<file path="config.mk">
export PLATFORM = sky130hd
export DESIGN_NAME = rx_message_ring_deframer_flat
export DESIGN_NICKNAME = d
export VERILOG_FILES = /design/src/rxd_pkg.sv /design/src/rxd_if.sv /design/src/rxd_front.sv /design/src/rxd_back.sv /design/src/rx_message_ring_deframer.sv /design/src/flat_wrapper.sv
export SDC_FILE = /design/constraint.sdc
export NUM_CORES = 1
export LEC_CHECK = 0
export BUFFER_PORTS_ARGS = -buffer_cell sky130_fd_sc_hd__buf_4
export CAP_MARGIN = 10
export CORE_UTILIZATION = 40
export DETAILED_ROUTE_END_ITERATION = 6
export SETUP_SLACK_MARGIN = 0.5
export SLEW_MARGIN = 5
export SYNTH_ARGS = -nofsm -noshare
export SYNTH_HDL_FRONTEND = slang
export SYNTH_SLANG_ARGS = --single-unit
</file>
<file path="constraint.sdc">
create_clock -name clk -period 4.5 [get_ports clk]
set_clock_uncertainty 0.15 [all_clocks]
set_input_delay 0.675 -clock clk [delete_from_list [all_inputs] [get_ports clk]]
set_output_delay 0.675 -clock clk [all_outputs]
set_load 0.01 [all_outputs]
</file>
<file path="src/rxd_pkg.sv">
`default_nettype none

package rxd_pkg;

  // Ring store geometry
  localparam int DEPTH = 128;
  localparam int PTR_W = $clog2(DEPTH);
  localparam int CNT_W = $clog2(DEPTH + 1);

  // Header layout
  localparam int LEN_W  = 5;
  localparam int TYPE_W = 3;

  // Operation codes of an input transaction
  localparam logic OP_PUSH = 1'b0;
  localparam logic OP_READ = 1'b1;

  typedef logic [PTR_W-1:0] ptr_t;
  typedef logic [CNT_W-1:0] cnt_t;

  // Classified command handed from the front queue to the back end
  typedef struct packed {
    logic       op;
    logic [7:0] data;
  } cmd_t;

  function automatic ptr_t ptr_inc(ptr_t p);
    return (p == PTR_W'(DEPTH - 1)) ? '0 : p + 1'b1;
  endfunction

endpackage

`default_nettype wire

</file>
<file path="src/rxd_if.sv">
`default_nettype none

interface rxd_in_if;
  logic       valid;
  logic       ready;
  logic       operation;
  logic [7:0] rx_byte;

  modport source (output valid, output operation, output rx_byte, input ready);
  modport sink   (input valid, input operation, input rx_byte, output ready);
endinterface

interface rxd_out_if;
  logic       valid;
  logic       ready;
  logic       ok;
  logic       is_header;
  logic [2:0] msg_type;
  logic [4:0] msg_length;
  logic [7:0] data_byte;
  logic       last;

  modport source (
    output valid, output ok, output is_header, output msg_type,
    output msg_length, output data_byte, output last, input ready
  );
  modport sink (
    input valid, input ok, input is_header, input msg_type,
    input msg_length, input data_byte, input last, output ready
  );
endinterface

`default_nettype wire

</file>
<file path="src/rxd_front.sv">
`default_nettype none

module rxd_front (
  input  logic          clk,
  input  logic          rst,
  rxd_in_if.sink        rx_in,
  output logic          q_valid,
  output rxd_pkg::cmd_t q_cmd,
  input  logic          q_pop
);
  import rxd_pkg::*;

  cmd_t       slot [2];
  logic       wr_sel;
  logic       rd_sel;
  logic [1:0] used;
  logic [1:0] used_next;
  logic       take;

  assign rx_in.ready = (used != 2'd2);
  assign take        = rx_in.valid & rx_in.ready;
  assign q_valid     = (used != 2'd0);
  assign q_cmd       = slot[rd_sel];

  always_comb begin
    used_next = used;
    if (take && !q_pop) begin
      used_next = used + 2'd1;
    end else if (!take && q_pop) begin
      used_next = used - 2'd1;
    end
  end

  always_ff @(posedge clk) begin
    if (rst) begin
      wr_sel <= 1'b0;
      rd_sel <= 1'b0;
      used   <= 2'd0;
    end else begin
      if (take) wr_sel <= ~wr_sel;
      if (q_pop) rd_sel <= ~rd_sel;
      used <= used_next;
    end
  end

  // classify on entry: op says push or whole-message read
  always_ff @(posedge clk) begin
    if (take) begin
      slot[wr_sel].op   <= (rx_in.operation == OP_READ) ? OP_READ : OP_PUSH;
      slot[wr_sel].data <= rx_in.rx_byte;
    end
  end

endmodule

`default_nettype wire

</file>
<file path="src/rxd_back.sv">
`default_nettype none

module rxd_back (
  input  logic          clk,
  input  logic          rst,
  input  logic          q_valid,
  input  rxd_pkg::cmd_t q_cmd,
  output logic          q_pop,
  rxd_out_if.source     msg_out
);
  import rxd_pkg::*;

  localparam logic [1:0] ST_IDLE = 2'd0;
  localparam logic [1:0] ST_HDR  = 2'd1;
  localparam logic [1:0] ST_EMIT = 2'd2;

  logic [1:0]       state, state_next;
  ptr_t             rp, rp_next, wp, wp_next;
  cnt_t             fill, fill_next;
  logic [LEN_W-1:0] left, left_next;

  logic [7:0]       store [DEPTH];
  logic [7:0]       rd_data;
  logic             rd_en;
  ptr_t             rd_addr;
  logic             we;

  logic              o_valid;
  logic              o_ok, o_hdr, o_last;
  logic [TYPE_W-1:0] o_type;
  logic [LEN_W-1:0]  o_len;
  logic [7:0]        o_data;
  logic              ok_n, hdr_n, last_n;
  logic [TYPE_W-1:0] type_n;
  logic [LEN_W-1:0]  len_n;
  logic [7:0]        data_n;
  logic              load;

  logic              can_load;
  logic [LEN_W-1:0]  hdr_len;
  logic              short_msg;
  ptr_t              rp1, rp2;
  cnt_t              unissued;
  logic              room;
  logic              is_push;

  assign can_load  = !o_valid || msg_out.ready;
  assign hdr_len   = rd_data[LEN_W-1:0];
  // empty store fails without looking at the fetched header byte
  assign short_msg = (fill == '0) || (fill <= CNT_W'(hdr_len));
  assign rp1       = ptr_inc(rp);
  assign rp2       = ptr_inc(rp1);
  // payload bytes committed but not yet fetched still occupy the store
  assign unissued  = (state == ST_EMIT) ? CNT_W'(left - 1'b1) : '0;
  assign room      = (fill + unissued) < CNT_W'(DEPTH);
  assign is_push   = (q_cmd.op == OP_PUSH);

  always_comb begin
    state_next = state;
    rp_next    = rp;
    wp_next    = wp;
    fill_next  = fill;
    left_next  = left;
    q_pop      = 1'b0;
    we         = 1'b0;
    rd_en      = 1'b0;
    rd_addr    = rp;
    load       = 1'b0;
    ok_n       = 1'b0;
    hdr_n      = 1'b0;
    type_n     = '0;
    len_n      = '0;
    data_n     = '0;
    last_n     = 1'b1;

    unique case (state)
      ST_IDLE: begin
        if (q_valid && !is_push) begin
          rd_en      = 1'b1;
          state_next = ST_HDR;
        end
      end
      ST_HDR: begin
        if (can_load) begin
          load  = 1'b1;
          q_pop = 1'b1;
          if (short_msg) begin
            state_next = ST_IDLE;
          end else begin
            ok_n      = 1'b1;
            hdr_n     = 1'b1;
            type_n    = rd_data[7:8-TYPE_W];
            len_n     = hdr_len;
            last_n    = (hdr_len == '0);
            fill_next = fill - CNT_W'(hdr_len) - 1'b1;
            if (hdr_len == '0) begin
              rp_next    = rp1;
              state_next = ST_IDLE;
            end else begin
              rd_en      = 1'b1;
              rd_addr    = rp1;
              rp_next    = rp2;
              left_next  = hdr_len;
              state_next = ST_EMIT;
            end
          end
        end
      end
      ST_EMIT: begin
        if (can_load) begin
          load   = 1'b1;
          ok_n   = 1'b1;
          data_n = rd_data;
          last_n = (left == LEN_W'(1));
          if (left == LEN_W'(1)) begin
            state_next = ST_IDLE;
          end else begin
            rd_en     = 1'b1;
            rp_next   = rp1;
            left_next = left - 1'b1;
          end
        end
      end
      default: state_next = ST_IDLE;
    endcase

    // pushes go on while idle or while a committed message drains
    if (q_valid && is_push && (state == ST_IDLE || state == ST_EMIT)) begin
      if (fill == CNT_W'(DEPTH)) begin
        q_pop = 1'b1;
      end else if (room) begin
        q_pop     = 1'b1;
        we        = 1'b1;
        wp_next   = ptr_inc(wp);
        fill_next = fill + 1'b1;
      end
    end
  end

  always_ff @(posedge clk) begin
    if (rst) begin
      state   <= ST_IDLE;
      rp      <= '0;
      wp      <= '0;
      fill    <= '0;
      left    <= '0;
      o_valid <= 1'b0;
    end else begin
      state <= state_next;
      rp    <= rp_next;
      wp    <= wp_next;
      fill  <= fill_next;
      left  <= left_next;
      if (load) begin
        o_valid <= 1'b1;
      end else if (msg_out.ready) begin
        o_valid <= 1'b0;
      end
    end
  end

  always_ff @(posedge clk) begin
    if (we) store[wp] <= q_cmd.data;
    if (rd_en) rd_data <= store[rd_addr];
  end

  always_ff @(posedge clk) begin
    if (load) begin
      o_ok   <= ok_n;
      o_hdr  <= hdr_n;
      o_type <= type_n;
      o_len  <= len_n;
      o_data <= data_n;
      o_last <= last_n;
    end
  end

  assign msg_out.valid      = o_valid;
  assign msg_out.ok         = o_ok;
  assign msg_out.is_header  = o_hdr;
  assign msg_out.msg_type   = o_type;
  assign msg_out.msg_length = o_len;
  assign msg_out.data_byte  = o_data;
  assign msg_out.last       = o_last;

endmodule

`default_nettype wire

</file>
<file path="src/rx_message_ring_deframer.sv">
`default_nettype none

// Channel   Dir  Handshake      Payload
// rx_in     in   valid/ready    operation, rx_byte
// msg_out   out  valid/ready    ok, is_header, msg_type, msg_length, data_byte, last
//
// Every transaction enters a two-entry queue; the back end retires at most one per
// cycle, and a read holds the queue head through its header fetch and its result.
// A push is stored (or dropped when full) as it is popped off the queue head. A read
// fetches its header byte from the ring store, then registers its header or failure
// result, then one payload result per cycle while the receiver accepts, paced by the
// single read port of the ring store. Pushes keep flowing while a message drains;
// they stall only behind a read awaiting its header, or while unread payload bytes
// still fill the store. Reset clears pointers, counts and queue, not store contents.
module rx_message_ring_deframer (
  input  logic      clk,
  input  logic      rst,
  rxd_in_if.sink    rx_in,
  rxd_out_if.source msg_out
);
  import rxd_pkg::*;

  // classified commands between front queue and back end
  logic q_valid;
  cmd_t q_cmd;
  logic q_pop;

  rxd_front u_front (
    .clk     (clk),
    .rst     (rst),
    .rx_in   (rx_in),
    .q_valid (q_valid),
    .q_cmd   (q_cmd),
    .q_pop   (q_pop)
  );

  // ring store, fill accounting, message sequencer and output register
  rxd_back u_back (
    .clk     (clk),
    .rst     (rst),
    .q_valid (q_valid),
    .q_cmd   (q_cmd),
    .q_pop   (q_pop),
    .msg_out (msg_out)
  );

endmodule

`default_nettype wire

</file>
<file path="src/flat_wrapper.sv">
// flat-port wrapper written by rule: the top's interface ports become plain ports
module rx_message_ring_deframer_flat import rxd_pkg::*;
  (clk, rst, rx_in_valid, rx_in_operation, rx_in_rx_byte, rx_in_ready, msg_out_valid, msg_out_ok, msg_out_is_header, msg_out_msg_type, msg_out_msg_length, msg_out_data_byte, msg_out_last, msg_out_ready);
  rxd_in_if rx_in_i ();
  rxd_out_if msg_out_i ();
  input  logic clk;
  input  logic rst;
  input wire logic [$bits(rx_in_i.valid)-1:0] rx_in_valid;
  input wire logic [$bits(rx_in_i.operation)-1:0] rx_in_operation;
  input wire logic [$bits(rx_in_i.rx_byte)-1:0] rx_in_rx_byte;
  output wire logic [$bits(rx_in_i.ready)-1:0] rx_in_ready;
  output wire logic [$bits(msg_out_i.valid)-1:0] msg_out_valid;
  output wire logic [$bits(msg_out_i.ok)-1:0] msg_out_ok;
  output wire logic [$bits(msg_out_i.is_header)-1:0] msg_out_is_header;
  output wire logic [$bits(msg_out_i.msg_type)-1:0] msg_out_msg_type;
  output wire logic [$bits(msg_out_i.msg_length)-1:0] msg_out_msg_length;
  output wire logic [$bits(msg_out_i.data_byte)-1:0] msg_out_data_byte;
  output wire logic [$bits(msg_out_i.last)-1:0] msg_out_last;
  input wire logic [$bits(msg_out_i.ready)-1:0] msg_out_ready;
  assign rx_in_i.valid = rx_in_valid;
  assign rx_in_i.operation = rx_in_operation;
  assign rx_in_i.rx_byte = rx_in_rx_byte;
  assign rx_in_ready = rx_in_i.ready;
  assign msg_out_valid = msg_out_i.valid;
  assign msg_out_ok = msg_out_i.ok;
  assign msg_out_is_header = msg_out_i.is_header;
  assign msg_out_msg_type = msg_out_i.msg_type;
  assign msg_out_msg_length = msg_out_i.msg_length;
  assign msg_out_data_byte = msg_out_i.data_byte;
  assign msg_out_last = msg_out_i.last;
  assign msg_out_i.ready = msg_out_ready;
  rx_message_ring_deframer u_core (.clk(clk), .rst(rst), .rx_in(rx_in_i), .msg_out(msg_out_i));
endmodule
</file>
==> results.toml <==
[sta]
fmax_mhz = 230
worst_max_slew_pin_slew_ps = 1140
layout_min_cycle_time_ps = 4350
setup_repair_after_global_routing_missed_its_margin = "true"
final_min_period_over_clock_period = 0.968
slew_headroom = 0.240
timing.final.hold_violations = 0
timing_max_transition_violations_final = 0
timing.setup.tns_ps = 0
finalSetupViolations = 0

[routing]
viasPerCell = 5.54
drc = 1
drtIter0Drc = 3160
antenna_left = 0
num_vias = 28600
drt_pass1_iterations = 7
drt_wl_total_um = 125000
drt-wirelength-per-cell_um = 24.3

[logic_synthesis]
seq_area_frac_synth = 0.736
ys_top_cells_by_area = "edfxtp_1 72%, nand2_1 5.6%, mux2i_1 4.7%"
asyncSetResetFlopFracSynth = 0
synth-seq-cells = 1104
synthCells = 3236
most_repeated_cell_in_the_gate_level_netlist_after_synthesis = "edfxtp_1"
most_common_flop_cell_mapped_by_yosys = "edfxtp_1"
synth_top_area_frac = 0.720
synthesis.area_um2 = 44600
synth_largest_area_cell = "edfxtp_1"
postSynthAreaPerCell_um2 = 13.8
synth_warn = 0
synth_enable_flop_cells = 1069
post_synth_num_cell_types = 64
synth.top_cells.by_count = "1069 x edfxtp_1, 668 x nand2_1, 333 x a21oi_1"
synth_nets = 3274

[setup_path]
timing.rr.start = "u_core.u_back.rd_data[3]"
worst_endpoint_data_arrival_time_ps = 4770
required_ps = 4910
cp-endpoint = "u_core.u_back.rd_data[0]"
worstReg2RegEnd = "u_core.u_back.rd_data[0]"
critical_path.endpoint_type = "register"
cp-start-kind = "register"
rrSetupSlack_ps = 150
rr_worst_depth = 16
critPathMaxFanout = 5
critPathKind = "reg -> reg"
crit_start = "u_core.u_back.rd_data[3]"

[run_status]
outcome = "finished, violations left"
violations = "DRC"

[global_route]
globalRouteTotalUtil = 0.217
grt_pass1_vias = 27500
grt_antenna_before_repair = 3
grt_overflow_total = 0
largest_net_degree_at_the_start_of_global_routing = 129
grt_first_pass_wirelength_um = 183000

[cts]
cts_buffers = 113
tritoncts_num_sinks = 1104
cts_max_level = 3
clock_tree.root_cell = "clkbuf_16"
clock_insertion_delay_worst_skew_ps = 700
maximum_clock_insertion_buffer_count = 3
clock_tree_from_tritoncts = "done"
clkSlewWorstSetupHoldPaths_ps = 70

[placed_design]
number_of_buffer_cells_added_on_primary_ports = 33
dpl.hpwl_um = 75200
place_inst = 4880
area_after_detailed_placement_um2 = 49000
gp_routability_congestion = 0.882

[pwr]
power_per_cell_area_nw_per_um2 = 465
vdd_ir_drop_max_mv = 0.319
leakagePower_uw = 0.0197

[layout]
layout.core_utilization = 0.495
post_layout_nonfiller_instances = 5166
num_antenna_cells = 0
synthToLayoutAreaGrowth_pct = 22.8
design_area_um2 = 54800
finish.net_count = 3622
fraction_of_layout_instances_using_a_drive_strength_above_1 = 0.211

[floorplan]
die_y_um = 336
die-area_um2 = 113000
fp-row-count = 122
floorplan.die.width_um = 336
floorplan.initialDensity = 0.403
placeableCoreArea_um2 = 111000
boundaryPins = 34

[job]
drv.max_cap_violation_count = 0

[worst_hold_path]
holdCritPathClass = "in -> reg"
[logic make-up after synthesis]
family                   share of synthesized area
AO/OA/AOI/OAI                               0.0690
XOR/XNOR                                   0.00589
adder cells (fa/ha/maj)                    0.00718
AND/OR/NAND/NOR                              0.108
buffers and inverters                       0.0247
multiplexers                                0.0498
flip-flops                                   0.736
[critical path: stages, from the launching register on]
cell	delay, ps
edfxtp_1	400
inv_2	80
ha_4	280
and4b_1	180
o21ai_1	90
o311a_4	160
nor3_4	270
buf_12	160
buf_4	110
mux2_2	340
nor2b_2	220
nand3_1	260
buf_4	190
nor4_1	60
or4_4	580
a2111oi_4	410
and3_1	260
[flip-flops by register name, summed over array words and instances, names as in the netlist, 2 cells and up, named ones only]
signal / flops
u_core.u_back.fill: 8
u_core.u_back.state: 2
u_core.u_back.msg_out.data_byte: 8
u_core.u_back.rd_data: 8
u_core.u_back.rp: 7
u_core.u_back.left: 5
u_core.u_back.msg_out.msg_type: 3
u_core.u_back.wp: 7
u_core.u_front.used: 2
u_core.u_back.msg_out.msg_length: 5
u_core.u_back.store: 1024
u_core.u_front.slot: 18
[final cells by class]
class,instances,area (µm²)
well taps,1488,1860
clock inverters,55,497
multi-input cells,1927,12100
inverters,19,71.3
fillers,9421,55800
flip-flops and latches,1104,32800
repair buffers,419,4360
clock buffers,154,3040
[routing by layer]
metal	global-route usage	wire length (µm)	up-vias	part of all wire
li1	-	-	12800	-
met1	0.313	54700	14500	0.44
met2	0.344	58900	1179	0.47
met3	0.0278	9160	186	0.073
met4	0.0636	2810	0	0.022
met5	0	0	-	0
[where the power goes]
| group | total [µW] | internal, µW | switching [µW] | leakage [µW] |
|---|---|---|---|---|
| Combinational | 4070 | 1280 | 2790 | 0.00810 |
| Clock | 9010 | 5130 | 3880 | 0.00171 |
| Sequential | 12400 | 12300 | 114 | 0.00991 |
[stage by stage]
step,total power (µW),worst slack (ps),hold WS [ps]
finish,25500,145,157
global route,26200,86.5,204
CTS,25400,212,121
detailed placement,16300,-913,343
global placement,16200,-939,336
floorplan,14300,423,322
[layout by cell type, fill, tap and decap left out, drive strengths merged, types with 11 or more instances in the layout]
cell type,count
xor2,21
inv,19
a2111oi,23
edfxtp,1069
nor4,119
o21ai,47
nor2b,16
mux2i,210
nand2,668
a21oi,340
mux2,11
nor2,203
dfxtp,35
o22ai,85
and3,19
or4,14
ha,24
buf,394
nand3,20
clkinv,43
clkbuf,164
[worst min path at each step]
| stage | endpoint | cells past startpoint | slack (ps) | start |
|---|---|---|---|---|
| floorplan | u_core.u_front.used[1] | 2 | 320 | u_core.u_front.used[1] |
| global placement | u_core.u_front.rd_sel | 2 | 340 | u_core.u_front.rd_sel |
| detailed placement | u_core.u_front.rd_sel | 2 | 340 | u_core.u_front.rd_sel |
| CTS | u_core.u_back.msg_out.valid | 4 | 120 | msg_out_ready |
| global route | u_core.u_back.msg_out.valid | 4 | 200 | msg_out_ready |
| finish | u_core.u_back.msg_out.valid | 4 | 160 | msg_out_ready |
[what timing repair did]
action	CTS	global route
cloned	12	10
endpoints found under the setup margin	631	889
endpoints found under the hold margin	18	0
resized for setup	131	77
pin swaps	20	22
hold buffers	9	0
buffers inserted	26	20
Note: power is estimated with default switching activity, not from simulation.
